$ cat src/sv/stable_min_priority_queue_macros.svh
// assertion helpers for the priority queue
`ifndef STABLE_MIN_PRIORITY_QUEUE_MACROS_SVH
`define STABLE_MIN_PRIORITY_QUEUE_MACROS_SVH

// same-cycle implication, checked out of reset
`define SMPQ_ASSERT_NOW(label, ante, cons, msg) \
  label: assert property (@(posedge clk) disable iff (!rst_n) (ante) |-> (cons)) \
    else $error(msg);

// next-cycle implication, checked out of reset
`define SMPQ_ASSERT_NEXT(label, ante, cons, msg) \
  label: assert property (@(posedge clk) disable iff (!rst_n) (ante) |=> (cons)) \
    else $error(msg);

`endif

$ cat src/sv/smpq_pkg.sv
package smpq_pkg;

  localparam int OCC_W = 5;

  // operation codes on in_func
  localparam logic FUNC_INSERT = 1'b0;
  localparam logic FUNC_REMOVE = 1'b1;

  typedef logic signed [31:0] value_t;
  typedef logic signed [15:0] prio_t;

  typedef struct packed {
    logic signed [31:0] value;
    logic signed [15:0] prio;
  } entry_t;

  // commands from the controller to the datapath
  typedef struct packed {
    logic cap;        // capture the incoming pair, walk index to the tail
    logic rd_head;    // read the head slot
    logic rd_prev;    // read the slot in front of the walk index
    logic shift_wr;   // move the read entry one slot back, step index
    logic ins_wr;     // write the new pair at the walk index
    logic pop;        // retire the head entry
    logic res_under;  // report an empty remove
    logic res_over;   // report a dropped insert
  } ctrl_cmd_t;

  // status from the datapath to the controller
  typedef struct packed {
    logic empty;
    logic full;
    logic idx_zero;
    logic greater;    // read entry is less urgent than the new pair
  } ctrl_sts_t;

endpackage

$ cat src/sv/smpq_ctrl.sv
module smpq_ctrl (
  input  logic                  clk,
  input  logic                  rst_n,
  input  logic                  start,
  input  logic                  in_func,
  input  smpq_pkg::ctrl_sts_t   sts,
  output smpq_pkg::ctrl_cmd_t   cmd,
  output logic                  busy
);
  import smpq_pkg::*;

  typedef enum logic [3:0] {
    ST_IDLE    = 4'b0001,
    ST_POP     = 4'b0010,
    ST_SEARCH  = 4'b0100,
    ST_COMPARE = 4'b1000
  } state_t;

  state_t state_r, state_nxt;

  always_comb begin
    state_nxt = state_r;
    cmd       = '0;
    case (state_r)
      ST_IDLE: begin
        if (start) begin
          if (in_func == FUNC_INSERT) begin
            if (sts.full) begin
              cmd.res_over = 1'b1;
            end else begin
              cmd.cap   = 1'b1;
              state_nxt = ST_SEARCH;
            end
          end else begin
            if (sts.empty) begin
              cmd.res_under = 1'b1;
            end else begin
              cmd.rd_head = 1'b1;
              state_nxt   = ST_POP;
            end
          end
        end
      end
      ST_POP: begin
        cmd.pop   = 1'b1;
        state_nxt = ST_IDLE;
      end
      ST_SEARCH: begin
        if (sts.idx_zero) begin
          cmd.ins_wr = 1'b1;
          state_nxt  = ST_IDLE;
        end else begin
          cmd.rd_prev = 1'b1;
          state_nxt   = ST_COMPARE;
        end
      end
      ST_COMPARE: begin
        if (sts.greater) begin
          cmd.shift_wr = 1'b1;
          state_nxt    = ST_SEARCH;
        end else begin
          cmd.ins_wr = 1'b1;
          state_nxt  = ST_IDLE;
        end
      end
      default: begin
        state_nxt = ST_IDLE;
      end
    endcase
  end

  always_ff @(posedge clk) begin
    if (!rst_n) begin
      state_r <= ST_IDLE;
    end else begin
      state_r <= state_nxt;
    end
  end

  assign busy = (state_r != ST_IDLE);

endmodule

$ cat src/sv/smpq_dp.sv
module smpq_dp #(
  parameter int DEPTH = 16
) (
  input  logic                         clk,
  input  logic                         rst_n,
  input  smpq_pkg::ctrl_cmd_t          cmd,
  output smpq_pkg::ctrl_sts_t          sts,
  input  smpq_pkg::value_t             in_item_value,
  input  smpq_pkg::prio_t              in_item_priority,
  output logic                         out_valid,
  output smpq_pkg::value_t             out_removed_value,
  output smpq_pkg::prio_t              out_removed_priority,
  output logic                         out_underflow,
  output logic                         out_overflow,
  output logic [smpq_pkg::OCC_W-1:0]   out_occupancy
);
  import smpq_pkg::*;

  localparam int AW = $clog2(DEPTH);
  localparam int CW = $clog2(DEPTH + 1);

  // circular store, head_r marks the most urgent entry
  entry_t         mem [DEPTH];
  entry_t         rd_data_r;
  entry_t         new_r;
  logic [AW-1:0]  head_r, head_nxt;
  logic [CW-1:0]  count_r, count_nxt;
  logic [AW-1:0]  idx_r;
  logic [AW-1:0]  idx_m1;
  logic [AW:0]    sum_wr, sum_rd;
  logic [AW-1:0]  wr_addr, rd_addr;

  logic           out_valid_r;
  value_t         res_value_r;
  prio_t          res_prio_r;
  logic           res_under_r, res_over_r;
  logic [OCC_W-1:0] res_occ_r;

  // logical slot to physical address, one compare and subtract
  always_comb begin
    idx_m1 = idx_r - 1'b1;
    sum_wr = {1'b0, head_r} + {1'b0, idx_r};
    sum_rd = {1'b0, head_r} + {1'b0, idx_m1};
    wr_addr = (sum_wr >= (AW+1)'(DEPTH)) ? AW'(sum_wr - (AW+1)'(DEPTH)) : AW'(sum_wr);
    rd_addr = (sum_rd >= (AW+1)'(DEPTH)) ? AW'(sum_rd - (AW+1)'(DEPTH)) : AW'(sum_rd);
    if (cmd.rd_head) begin
      rd_addr = head_r;
    end
  end

  always_comb begin
    head_nxt  = head_r;
    count_nxt = count_r;
    if (cmd.pop) begin
      head_nxt  = (head_r == AW'(DEPTH - 1)) ? '0 : head_r + 1'b1;
      count_nxt = count_r - 1'b1;
    end else if (cmd.ins_wr) begin
      count_nxt = count_r + 1'b1;
    end
  end

  always_comb begin
    sts.empty    = (count_r == '0);
    sts.full     = (count_r == CW'(DEPTH));
    sts.idx_zero = (idx_r == '0);
    sts.greater  = (rd_data_r.prio > new_r.prio);
  end

  // store write and registered read
  always_ff @(posedge clk) begin
    if (cmd.shift_wr) begin
      mem[wr_addr] <= rd_data_r;
    end else if (cmd.ins_wr) begin
      mem[wr_addr] <= new_r;
    end
  end

  always_ff @(posedge clk) begin
    if (cmd.rd_head || cmd.rd_prev) begin
      rd_data_r <= mem[rd_addr];
    end
  end

  always_ff @(posedge clk) begin
    if (!rst_n) begin
      head_r      <= '0;
      count_r     <= '0;
      out_valid_r <= 1'b0;
    end else begin
      head_r      <= head_nxt;
      count_r     <= count_nxt;
      out_valid_r <= cmd.pop | cmd.ins_wr | cmd.res_under | cmd.res_over;
    end
  end

  always_ff @(posedge clk) begin
    if (cmd.cap) begin
      idx_r <= AW'(count_r);
      new_r <= '{value: in_item_value, prio: in_item_priority};
    end else if (cmd.shift_wr) begin
      idx_r <= idx_m1;
    end
    res_value_r <= cmd.pop ? rd_data_r.value : '0;
    res_prio_r  <= cmd.pop ? rd_data_r.prio : '0;
    res_under_r <= cmd.res_under;
    res_over_r  <= cmd.res_over;
    res_occ_r   <= OCC_W'(count_nxt);
  end

  assign out_valid            = out_valid_r;
  assign out_removed_value    = res_value_r;
  assign out_removed_priority = res_prio_r;
  assign out_underflow        = res_under_r;
  assign out_overflow         = res_over_r;
  assign out_occupancy        = res_occ_r;

endmodule

$ cat src/sv/stable_min_priority_queue.sv
// a remove reads the head slot, then retires it; an empty remove or full insert is answered from idle;
//   an insert captures the pair, then walks back from the tail past every less urgent entry
// throughput: one operation at a time, the next start is taken once busy drops;
//   each moved entry costs one read then one write of the store
// results strobe on out_valid for one cycle and cannot be stalled by the receiver
// reset: synchronous active-low rst_n empties the queue; store contents stay undefined
`include "stable_min_priority_queue_macros.svh"

module stable_min_priority_queue #(
  parameter int DEPTH = 16
) (
  input  logic                         clk,
  input  logic                         rst_n,
  input  logic                         start,
  output logic                         busy,
  input  logic                         in_func,
  input  smpq_pkg::value_t             in_item_value,
  input  smpq_pkg::prio_t              in_item_priority,
  output logic                         out_valid,
  output smpq_pkg::value_t             out_removed_value,
  output smpq_pkg::prio_t              out_removed_priority,
  output logic                         out_underflow,
  output logic                         out_overflow,
  output logic [smpq_pkg::OCC_W-1:0]   out_occupancy
);
  import smpq_pkg::*;

  // command and status between the sequencer and the store datapath
  ctrl_cmd_t cmd;
  ctrl_sts_t sts;

  // sequencer: decides per beat whether to pop, walk the tail, or report a fault
  smpq_ctrl u_ctrl (
    .clk     (clk),
    .rst_n   (rst_n),
    .start   (start),
    .in_func (in_func),
    .sts     (sts),
    .cmd     (cmd),
    .busy    (busy)
  );

  // datapath: circular store with head pointer, so a remove needs no shifting;
  // an insert walks back from the tail moving less urgent entries one slot down
  smpq_dp #(
    .DEPTH (DEPTH)
  ) u_dp (
    .clk                  (clk),
    .rst_n                (rst_n),
    .cmd                  (cmd),
    .sts                  (sts),
    .in_item_value        (in_item_value),
    .in_item_priority     (in_item_priority),
    .out_valid            (out_valid),
    .out_removed_value    (out_removed_value),
    .out_removed_priority (out_removed_priority),
    .out_underflow        (out_underflow),
    .out_overflow         (out_overflow),
    .out_occupancy        (out_occupancy)
  );

  // an accepted beat either keeps the block busy or answers right away
  `SMPQ_ASSERT_NEXT(a_accept_progress, start && !busy, busy || out_valid, "accepted beat lost")
  // a result always lands as the sequencer returns to idle
  `SMPQ_ASSERT_NOW(a_result_idle, out_valid, !busy, "result strobe while busy")
  // faults are exclusive and only seen with an empty or full queue
  `SMPQ_ASSERT_NOW(a_flags_excl, out_valid, !(out_underflow && out_overflow), "both faults set")
  `SMPQ_ASSERT_NOW(a_under_empty, out_valid && out_underflow, out_occupancy == '0, "underflow not empty")
  `SMPQ_ASSERT_NOW(a_over_full, out_valid && out_overflow, out_occupancy == OCC_W'(DEPTH), "overflow not full")

endmodule
$ cat config.mk
export PLATFORM = sky130hd
export DESIGN_NAME = stable_min_priority_queue
export DESIGN_NICKNAME = d
export VERILOG_FILES = /design/src/sv/smpq_pkg.sv /design/src/sv/smpq_ctrl.sv /design/src/sv/smpq_dp.sv /design/src/sv/stable_min_priority_queue.sv
export VERILOG_INCLUDE_DIRS = /design/src /design/src/sv
export SDC_FILE = /design/constraint.sdc
export NUM_CORES = 1
export LEC_CHECK = 0
export BUFFER_PORTS_ARGS = -buffer_cell sky130_fd_sc_hd__buf_2
export CAP_MARGIN = 20
export CELL_PAD_IN_SITES_DETAIL_PLACEMENT = 0
export CELL_PAD_IN_SITES_GLOBAL_PLACEMENT = 2
export CORE_UTILIZATION = 41
export CTS_BUF_LIST = sky130_fd_sc_hd__clkbuf_16
export CTS_CLUSTER_SIZE = 20
export DETAILED_ROUTE_END_ITERATION = 16
export PLACE_DENSITY = 0.88
export SYNTH_ARGS = -nofsm -noshare
export SYNTH_HDL_FRONTEND = slang
export SYNTH_SLANG_ARGS = --single-unit
$ cat constraint.sdc
create_clock -name clk -period 4.2 [get_ports clk]
set_clock_uncertainty 0.05 [all_clocks]
set_input_delay 0.42 -clock clk [delete_from_list [all_inputs] [get_ports clk]]
set_output_delay 0.42 -clock clk [all_outputs]
set_load 0.01 [all_outputs]
# [Word-level counts from Yosys, hierarchy flattened]
# Memories as Yosys holds them, arrays and structs flattened. A register that Yosys moved wholly into a read port is not among the register bits.
# Index checks and enable logic that the tools add are counted.
[classes] n_reduce_logical=5 n_lt_le_gt_ge=3 n_eq_ne=10 bitwise_logic=4 n_addsub=8 n_mux=41
[ops] op="48-bit two-way mux" count=1
[ops] op="4-bit two-way mux" count=11
[ops] op="1-bit two-way mux" count=20
[ops] op="16-bit > comparator" count=1
[ops] op="4-bit case mux with 3 select lines" count=1
[ops] op="4-bit by 1-bit subtractor with 4-bit output (second input constant)" count=3
[ops] op="4-bit by 4-bit adder with 5-bit output" count=2
[ops] op="5-bit greater-or-equal comparator (second input constant)" count=2
[ops] op="5-bit two-way mux" count=2
[ops] op="4-bit equality test (second input constant)" count=2
[ops] op="2-bit two-way mux" count=4
[ops] op="3-bit != test (second input constant)" count=2
[ops] op="5-bit by 1-bit adder with 5-bit output (second input constant)" count=1
[ops] op="5-bit equality test (second input constant)" count=1
[ops] op="5-bit logical NOT" count=1
[ops] op="5-bit by 1-bit subtractor with 5-bit output (second input constant)" count=1
[ops] op="4-bit by 1-bit adder with 4-bit output (second input constant)" count=1
[ops] op="4-bit by 1-bit equality test with 1-bit output (second input constant)" count=1
[ops] op="4-bit by 2-bit equality test with 1-bit output (second input constant)" count=1
[ops] op="4-bit by 3-bit equality test with 1-bit output (second input constant)" count=1
[ops] op="4-bit logical NOT" count=1
[ops] op="4-bit by 1-bit != test with 1-bit output (second input constant)" count=1
[ops] op="1-bit OR" count=4
[ops] op="3-bit two-way mux" count=1
[ops] op="other kinds (5)" count=5
[word_totals] inputBits=52 ram_bits=768 output_inout_bits=57 ff_bits=121 n_memories=1 word_cells=84
[memory_table] memory="u_dp.mem" words=16 width=48 read_ports=1 rd_ports_with_merged_regs=1 wr=1 line_no="smpq_dp.sv:23" text="entry_t mem [DEPTH];"

# [Depth between registers and ports, before layout]
# Gate-level depths: netlist (run 1).
[logic_depth] ltp_word=7 ltp_mapped=13 ltp_nobuf=11

# [Cells and area by module]
# Synthesis (run 1) repeated with hierarchy kept, for this count alone.
[unflattened] cells_unflattened=1807 area_unflattened_um2=35953.2
[by_module_without_submodules] module="smpq_dp" cells_each=1775 seq_area_each_um2=27366.2 n_inst=1 area_each_um2=35660.5
[by_module_without_submodules] module="smpq_ctrl" cells_each=32 seq_area_each_um2=80.1 n_inst=1 area_each_um2=292.8

# [Worst setup path before layout (run 1)]
# OpenSTA, ideal clock, no wires.
[synth_path] path_type="reg-to-reg" from="register u_dp.head_r[0]" to="memory u_dp.mem[1][0] (netlist bit), enable pin" slack_ps=200 arrival_time_ps=3496 setup_time_ps=454 path_stages_with_launch=5 required_ps=3696 synth_period_minus_slack_ps=4000 n_path_buf=0 cell_sequence="dfxtp_1 > ha_1 > fa_1 > a211o_1 > nor2_1"
[synth_via] elab_chain_cells=3 elab_cells_between_ends=4 cone_classes="add/sub: 2; order compare: 1; mux: 1"
[synth_rtl] item="start, declared" line_no="smpq_dp.sv:26" text="logic [AW-1:0] head_r, head_nxt;"
[synth_rtl] item="start signal, assigned" line_no="smpq_dp.sv:90" text="head_r <= head_nxt;"
[synth_rtl] item="4-bit by 4-bit adder with 5-bit output *" line_no="smpq_dp.sv:42" text="sum_wr = {1'b0, head_r} + {1'b0, idx_r};"
[synth_rtl] item="4-bit by 1-bit subtractor with 4-bit output or 5-bit greater-or-equal comparator (tied branches)" line_no="smpq_dp.sv:44" text="wr_addr = (sum_wr >= (AW+1)'(DEPTH)) ? AW'(sum_wr - (AW+1)'(DEPTH)) : AW'(sum_wr);"
[synth_rtl] item="4-bit two-way mux *" line_no="smpq_dp.sv:44"
[synth_rtl] item="end, declared" line_no="smpq_dp.sv:23"
# Every way passes the cells marked *; elsewhere a longest branch is shown, timed or not.

# [Worst setup path after layout (run 1)]
[layout_path] from="register u_dp.count_r[0]" to="register u_dp.rd_data_r[31] (netlist name)"
[layout_via] elab_chain_cells=6 elab_cells_between_ends=7 cone_classes="mux: 5; reduce/logical: 2"
[layout_rtl] item="start, declared" line_no="smpq_dp.sv:27" text="logic [CW-1:0] count_r, count_nxt;"
[layout_rtl] item="start signal, assigned" line_no="smpq_dp.sv:91" text="count_r <= count_nxt;"
[layout_rtl] item="5-bit logical NOT *" line_no="smpq_dp.sv:63" text="sts.empty = (count_r == '0);"
[layout_rtl] item="1-bit two-way mux *" line_no="smpq_ctrl.sv:35" text="if (sts.empty) begin"
[layout_rtl] item="1-bit two-way mux *" line_no="smpq_ctrl.sv:27" text="if (in_func == FUNC_INSERT) begin"
[layout_rtl] item="2-bit two-way mux *" line_no="smpq_ctrl.sv:26" text="if (start) begin"
[layout_rtl] item="2-bit two-way mux *" line_no="smpq_ctrl.sv:24" text="case (state_r)"
[layout_rtl] item="4-bit two-way mux or 1-bit logical OR (tied branches)" line_no="smpq_dp.sv:46, smpq_dp.sv:79"
# Marks and branches as above.
# A chain may end at the register's enable or synchronous reset.

==> results.sh, run 1 <==
export IMPL_power_frac_clock=0.383
export IMPL_seq_area_sq_um=27450
export IMPL_crit_slowest_cell="or4b_4"
export IMPL_fill_cells=7664
export IMPL_start_util=0.4138
export IMPL_switching_share=0.2507
export IMPL_ys_types=51
export IMPL_dr_pass1_iters=6
export IMPL_rsz0062_at_grt="no"
export IMPL_wl_um=98370
export IMPL_final_common_cell="edfxtp_1"
export IMPL_cts_tree="done"
export IMPL_yosysSeqAreaShare=0.7368
export IMPL_crit_path_cell_trace="inv_1 > ha_1 > nor4b_1 > buf_4 > or4b_4 > nand2_8 > buf_4 > a211oi_1 > a31oi_1 > nand3_1 > nand4_1"
export IMPL_setup_tns_ps=0
export IMPL_wl_per_cell_um=24.39
export IMPL_syn_area_sq_um=37250
export IMPL_numClockSinks=937
export IMPL_syn_inst=2668
export IMPL_rows=110
export IMPL_fin_nets=2860
export IMPL_required_ps=4650
export IMPL_setup_violations=0
export IMPL_fin_cells=4033
export IMPL_pin_count=109
export IMPL_critPathTopFamily="simple AND/OR/NAND/NOR gates"
export IMPL_p_per_area_nw_per_um2=492.9
export IMPL_core_area_sq_um=90010
export IMPL_multi_input_area_sq_um=8995
export IMPL_ys_warn_count=0
export IMPL_ys_flop_type="edfxtp_1"
export IMPL_power_mw=21.20
export IMPL_ir_worst_vdd_mv=0.3207
export IMPL_layout_common_cells="edfxtp_1 (868), nand2_1 (415), nand3_1 (199)"
export IMPL_crit_type="reg2reg"
export IMPL_grt_pass1_vias=22670
export IMPL_period_needed_ps=3570
export IMPL_pwr_share_seq=0.490
export IMPL_viasPerCell=5.852
export IMPL_hold_start="start"
export IMPL_clk_latency_ps=660
export IMPL_die_height_um=303.4
export IMPL_hold_class="in2reg"
export IMPL_critPathCaptureType="flip-flop"
export IMPL_cellLeakagePower_nw=14.96
export IMPL_die_area_sq_um=92060
export IMPL_critPathBufInv=3
export IMPL_place_congestion=0.8135
export IMPL_status="finished, final reports clean"
export IMPL_postRouteAntennaNets=0
export IMPL_slew_viol_final=0
export IMPL_start_kind="flip-flop"
export IMPL_hold_viol_final=0
export IMPL_path_common_cell="buf_4"
export IMPL_maxCapViolCount=0
export IMPL_tightest_slew_ps=1109
export IMPL_drc=0
export IMPL_arrival_ps=4020
export IMPL_antenna_found_initial=0
export IMPL_cts_htree_levels=3
export IMPL_slowest_delay_ps=750
export IMPL_antenna_cells=0
export IMPL_die_x_um=303.4
export IMPL_p_sw_mw=5.315
export IMPL_max_slew_margin=0.2501
export IMPL_dpl_cell_count=3813
export IMPL_r2r_setup_slack_ps=630
export IMPL_cts_path_max_buffers=3
export IMPL_drive_gt1_frac=0.1348
export IMPL_gr_total_overflow=0
export IMPL_postCtsSetupBuffers=0
export IMPL_io_buffer_count=108
export IMPL_r2r_start="u_dp.count_r[0]"
export IMPL_cts_buffers=91
export IMPL_ys_ff_latch=937
export IMPL_synthToLayoutAreaGrowth_pct=15.47
export IMPL_drtIter0Drc=2396
export IMPL_hpwlAfterDp_um=47660
export IMPL_num_vias=23600
export IMPL_grt_max_degree=159
export IMPL_cts_root_buf="clkbuf_16"
export IMPL_async_flop_share=0
export IMPL_power_frac_comb=0.126
export IMPL_holdWs_ps=50.97
export IMPL_grt_first_pass_wirelength_um=144400
export IMPL_fmax_mhz=280.2
export IMPL_syn_nets=2748
export IMPL_intPower_mw=15.88
export IMPL_crit_path_max_fanout=82
export IMPL_track_usage=0.2136
export IMPL_synth_edf_count=868
export IMPL_path_clk_slew_ps=60
export IMPL_crit_start="u_dp.count_r[0]"
export IMPL_period_share=0.8499
export IMPL_synth_avg_cell_area_sq_um=13.96
-- area by class of cell --
cell class                      instances  share of cell area
Clock buffer                           94             0.05469
Tap cell                             1176             0.03421
Multi-Input combinational cell       1501              0.2091
Clock inverter                         76             0.01472
Sequential cell                       937              0.6381
Inverter                               26            0.002269
Timing Repair Buffer                  223             0.04689
-- stage by stage --
step                cell area [sq um]  utilization  worst slack (ps)
CTS                             43010       0.4779             641.3
global route                    43010       0.4779             374.9
global placement                39530       0.4391             708.8
detailed placement              39530       0.4391             671.0
floorplan                       37250            -             200.2
finish                          43010       0.4779             630.5
-- cells in the mapped netlist (8+ instances only) --
| master | count | share of area |
|---|---|---|
| edfxtp_1 | 868 | 0.70 |
| nand2_1 | 416 | 0.042 |
| nand3_1 | 199 | 0.027 |
| and3_1 | 194 | 0.033 |
| a211oi_1 | 192 | 0.039 |
| a31oi_1 | 192 | 0.032 |
| buf_2 | 114 | 0.015 |
| clkbuf_1 | 86 | 0.0087 |
| dfxtp_1 | 69 | 0.037 |
| nand4_1 | 52 | 0.0087 |
| mux2_2 | 49 | 0.015 |
| and2_1 | 48 | 0.0081 |
| nor2_1 | 32 | 0.0032 |
| ha_1 | 26 | 0.0087 |
| inv_1 | 25 | 0.0025 |
| a21oi_1 | 21 | 0.0028 |
| o21ai_0 | 10 | 0.0013 |
| xnor2_1 | 8 | 0.0019 |
-- routing by layer --
layer,wire (um),track usage,vias up
met4,2397,0.07119,0
li1,-,-,10470
met2,47060,0.3497,1020
met5,0,0,-
met3,7927,0.03041,165
met1,40990,0.2932,11950
-- state kept, by name (all words and copies together), names as in the netlist --
| register | count |
|---|---|
| u_dp.out_occupancy | 5 |
| u_dp.out_overflow | 1 |
| u_dp.out_removed_priority | 16 |
| u_dp.out_underflow | 1 |
| u_dp.out_removed_value | 32 |
| u_dp.head_r | 4 |
| u_dp.idx_r | 4 |
| u_dp.count_r | 5 |
| u_dp.out_valid | 1 |
| u_ctrl.state_r | 4 |
| u_dp.mem | 768 |
| u_dp.rd_data_r | 48 |
| u_dp.new_r | 48 |
-- logic make-up after synthesis --
family                   share of synthesized area
AO/OA/AOI/OAI                              0.07940
XOR/XNOR                                  0.003292
adder cells (fa/ha/maj)                   0.009808
buffers and inverters                      0.02751
flip-flops                                  0.7368
multiplexers                               0.01569
AND/OR/NAND/NOR                             0.1275
-- repair_timing --
action,4_1_cts,5_1_grt
hold endpoints to repair,50,0
hold buffers,50,0
setup endpoints to repair,0,0
resized for setup,0,0
-- power by group through the flow --
stage          logic (mW)  clock network [mW]  registers [mW]
4_1_cts              2.67                8.26            10.4
3_3_place_gp         2.56                   0            10.6
5_1_grt              2.93                8.61            10.4
2_1_floorplan        1.82                   0            10.6
6_report             2.68                8.13            10.4
3_5_place_dp         2.62                   0            10.6
-- worst reg2reg max path: stages (launching register included) --
cell	delay, ps
dfxtp_1	480
inv_1	80
ha_1	240
nor4b_1	160
buf_4	170
or4b_4	750
nand2_8	200
buf_4	680
a211oi_1	220
a31oi_1	190
nand3_1	90
nand4_1	110
-- path summary, 6_finish.rpt --
path	end	depth (start not counted)
min reg2reg	u_dp.out_removed_value[27]	1
max	u_dp.rd_data_r[31]	11
max reg2reg	u_dp.rd_data_r[31]	11
min	u_dp.out_overflow	3
Note: power is estimated with default switching activity, not from simulation.
==> run 2: changes to the inputs <==
clock period = 2.9 ns   (was 4.2 ns; I/O delays follow)
==> results.sh, run 2 (same netlist as run 1, synthesis figures left out) <==
export IMPL_wl_per_cell_um=27.96
export IMPL_setup_tns_ps=-168100
export IMPL_cts_tree="done"
export IMPL_postRouteAntennaNets=0
export IMPL_core_area_sq_um=90010
export IMPL_dpl_cell_count=3936
export IMPL_pre_cts_ws_ps=-405.0
export IMPL_place_congestion=0.8126
export IMPL_pwr_share_seq=0.437
export IMPL_track_usage=0.2327
export IMPL_cellLeakagePower_nw=17.93
export IMPL_maxCapViolCount=0
export IMPL_hpwlAfterDp_um=55770
export IMPL_viasPerCell=6.078
export IMPL_path_clk_slew_ps=60
export IMPL_die_area_sq_um=92060
export IMPL_grt_pass1_vias=24620
export IMPL_arrival_ps=3500
export IMPL_period_share=1.096
export IMPL_antenna_cells=0
export IMPL_slew_viol_final=0
export IMPL_start_kind="flip-flop"
export IMPL_start_util=0.4138
export IMPL_io_buffer_count=108
export IMPL_grt_first_pass_wirelength_um=157900
export IMPL_antenna_found_initial=2
export IMPL_crit_path_max_fanout=8
export IMPL_wl_um=121300
export IMPL_r2r_setup_slack_ps=-280
export IMPL_hold_class="in2reg"
export IMPL_cts_htree_levels=3
export IMPL_placed_area_sq_um=40900
export IMPL_fmax_mhz=314.6
export IMPL_die_x_um=303.4
export IMPL_cts_root_buf="clkbuf_16"
export IMPL_p_sw_mw=9.100
export IMPL_die_height_um=303.4
export IMPL_crit_path_cell_trace="ha_1 > nand2_1 > or3_1 > or3_4 > a21oi_4 > o21ai_2 > o21ai_4 > buf_12 > buf_12 > buf_16 > mux2_4"
export IMPL_max_slew_margin=0.6148
export IMPL_setup_ws_ps=-278.3
export IMPL_gr_total_overflow=0
export IMPL_drtIter0Drc=3172
export IMPL_required_ps=3220
export IMPL_critPathCaptureType="flip-flop"
export IMPL_status="finished with violations"
export IMPL_intPower_mw=25.43
export IMPL_design_area_sq_um=49430
export IMPL_rows=110
export IMPL_clk_latency_ps=680
export IMPL_final_util=0.5492
export IMPL_period_needed_ps=3178
export IMPL_reg_top3="u_dp.mem x768, u_dp.new_r x48, u_dp.rd_data_r x48"
export IMPL_fin_nets=3156
export IMPL_setup_violations=942
export IMPL_cts_path_max_buffers=3
export IMPL_tightest_slew_ps=576.9
export IMPL_switching_share=0.2635
export IMPL_pin_count=109
export IMPL_fill_cells=6927
export IMPL_dr_pass1_iters=7
export IMPL_ir_worst_vdd_mv=0.5129
export IMPL_p_per_area_nw_per_um2=698.6
export IMPL_drive_gt1_frac=0.3066
export IMPL_violations="setup timing"
export IMPL_cts_buffers=97
export IMPL_power_mw=34.53
export IMPL_top_register="u_dp.mem"
export IMPL_rsz0062_at_grt="yes"
export IMPL_fin_cells=4336
export IMPL_hold_viol_final=0
export IMPL_grt_max_degree=89
export IMPL_layout_common_cells="edfxtp_1 (868), nand2_1 (392), a31oi_1 (176)"
export IMPL_synthToLayoutAreaGrowth_pct=32.70
export IMPL_final_common_cell="edfxtp_1"
export IMPL_largest_reg_flops=768
export IMPL_num_vias=26360
export IMPL_numClockSinks=937
export IMPL_crit_slowest_cell="edfxtp_1"
export IMPL_power_frac_clock=0.383
export IMPL_holdWs_ps=281.9
export IMPL_path_common_cell="buf_12"
export IMPL_slowest_delay_ps=420
export IMPL_drc=0
export IMPL_crit_type="reg2reg"
export IMPL_power_frac_comb=0.180
-- run 2: repair_timing --
item                                   4_1_cts  5_1_grt
buffers inserted                            14       47
gates resized for setup                    112      361
cloned                                      53       56
endpoints found under the hold margin       56        0
pin swaps                                    7      217
hold buffers                                52        0
setup endpoints to repair                  809      895
-- run 2: routing by layer --
metal,share of wire,GRT usage,vias up
li1,-,-,11180
met1,0.38,0.3048,13190
met2,0.48,0.3961,1655
met3,0.10,0.03063,329
met4,0.041,0.08548,0
met5,0,0,-
-- run 2: worst paths after layout --
kind / start / end / cells after the start
max: u_dp.rd_data_r[10] / u_dp.mem[9][36] / 11
min: in_item_value[8] / u_dp.new_r[24] / 2
max reg2reg: u_dp.rd_data_r[10] / u_dp.mem[9][36] / 11
min reg2reg: u_dp.rd_data_r[34] / u_dp.out_removed_value[18] / 1
-- run 2: critical path: cells and delay by family, from the launching register on --
family / cells / cell delay, ps
compound gates: 3 / 410
fa+ha+maj: 1 / 300
buf+inv: 3 / 510
flops: 1 / 420
mux: 1 / 360
simple gates: 3 / 810
-- run 2: power by group through the flow --
stage               Clock, mW  Sequential, mW  Combinational (mW)
floorplan                   0            15.3                2.65
global placement            0            15.3                4.08
detailed placement          0            15.3                4.17
CTS                      13.3            15.1                4.35
global route             13.9            15.1                6.52
finish                   13.2            15.1                6.23
-- run 2: layout make-up --
class	instances	area, sq um	share of cell area
clock buffers	99	2477	0.05012
clock inverters	84	933.4	0.01888
inverters	26	100.1	0.002025
multi-input cells	1550	11350	0.2297
flip-flops and latches	937	27450	0.5553
well taps	1176	1471	0.02977
repair buffers	464	5648	0.1143
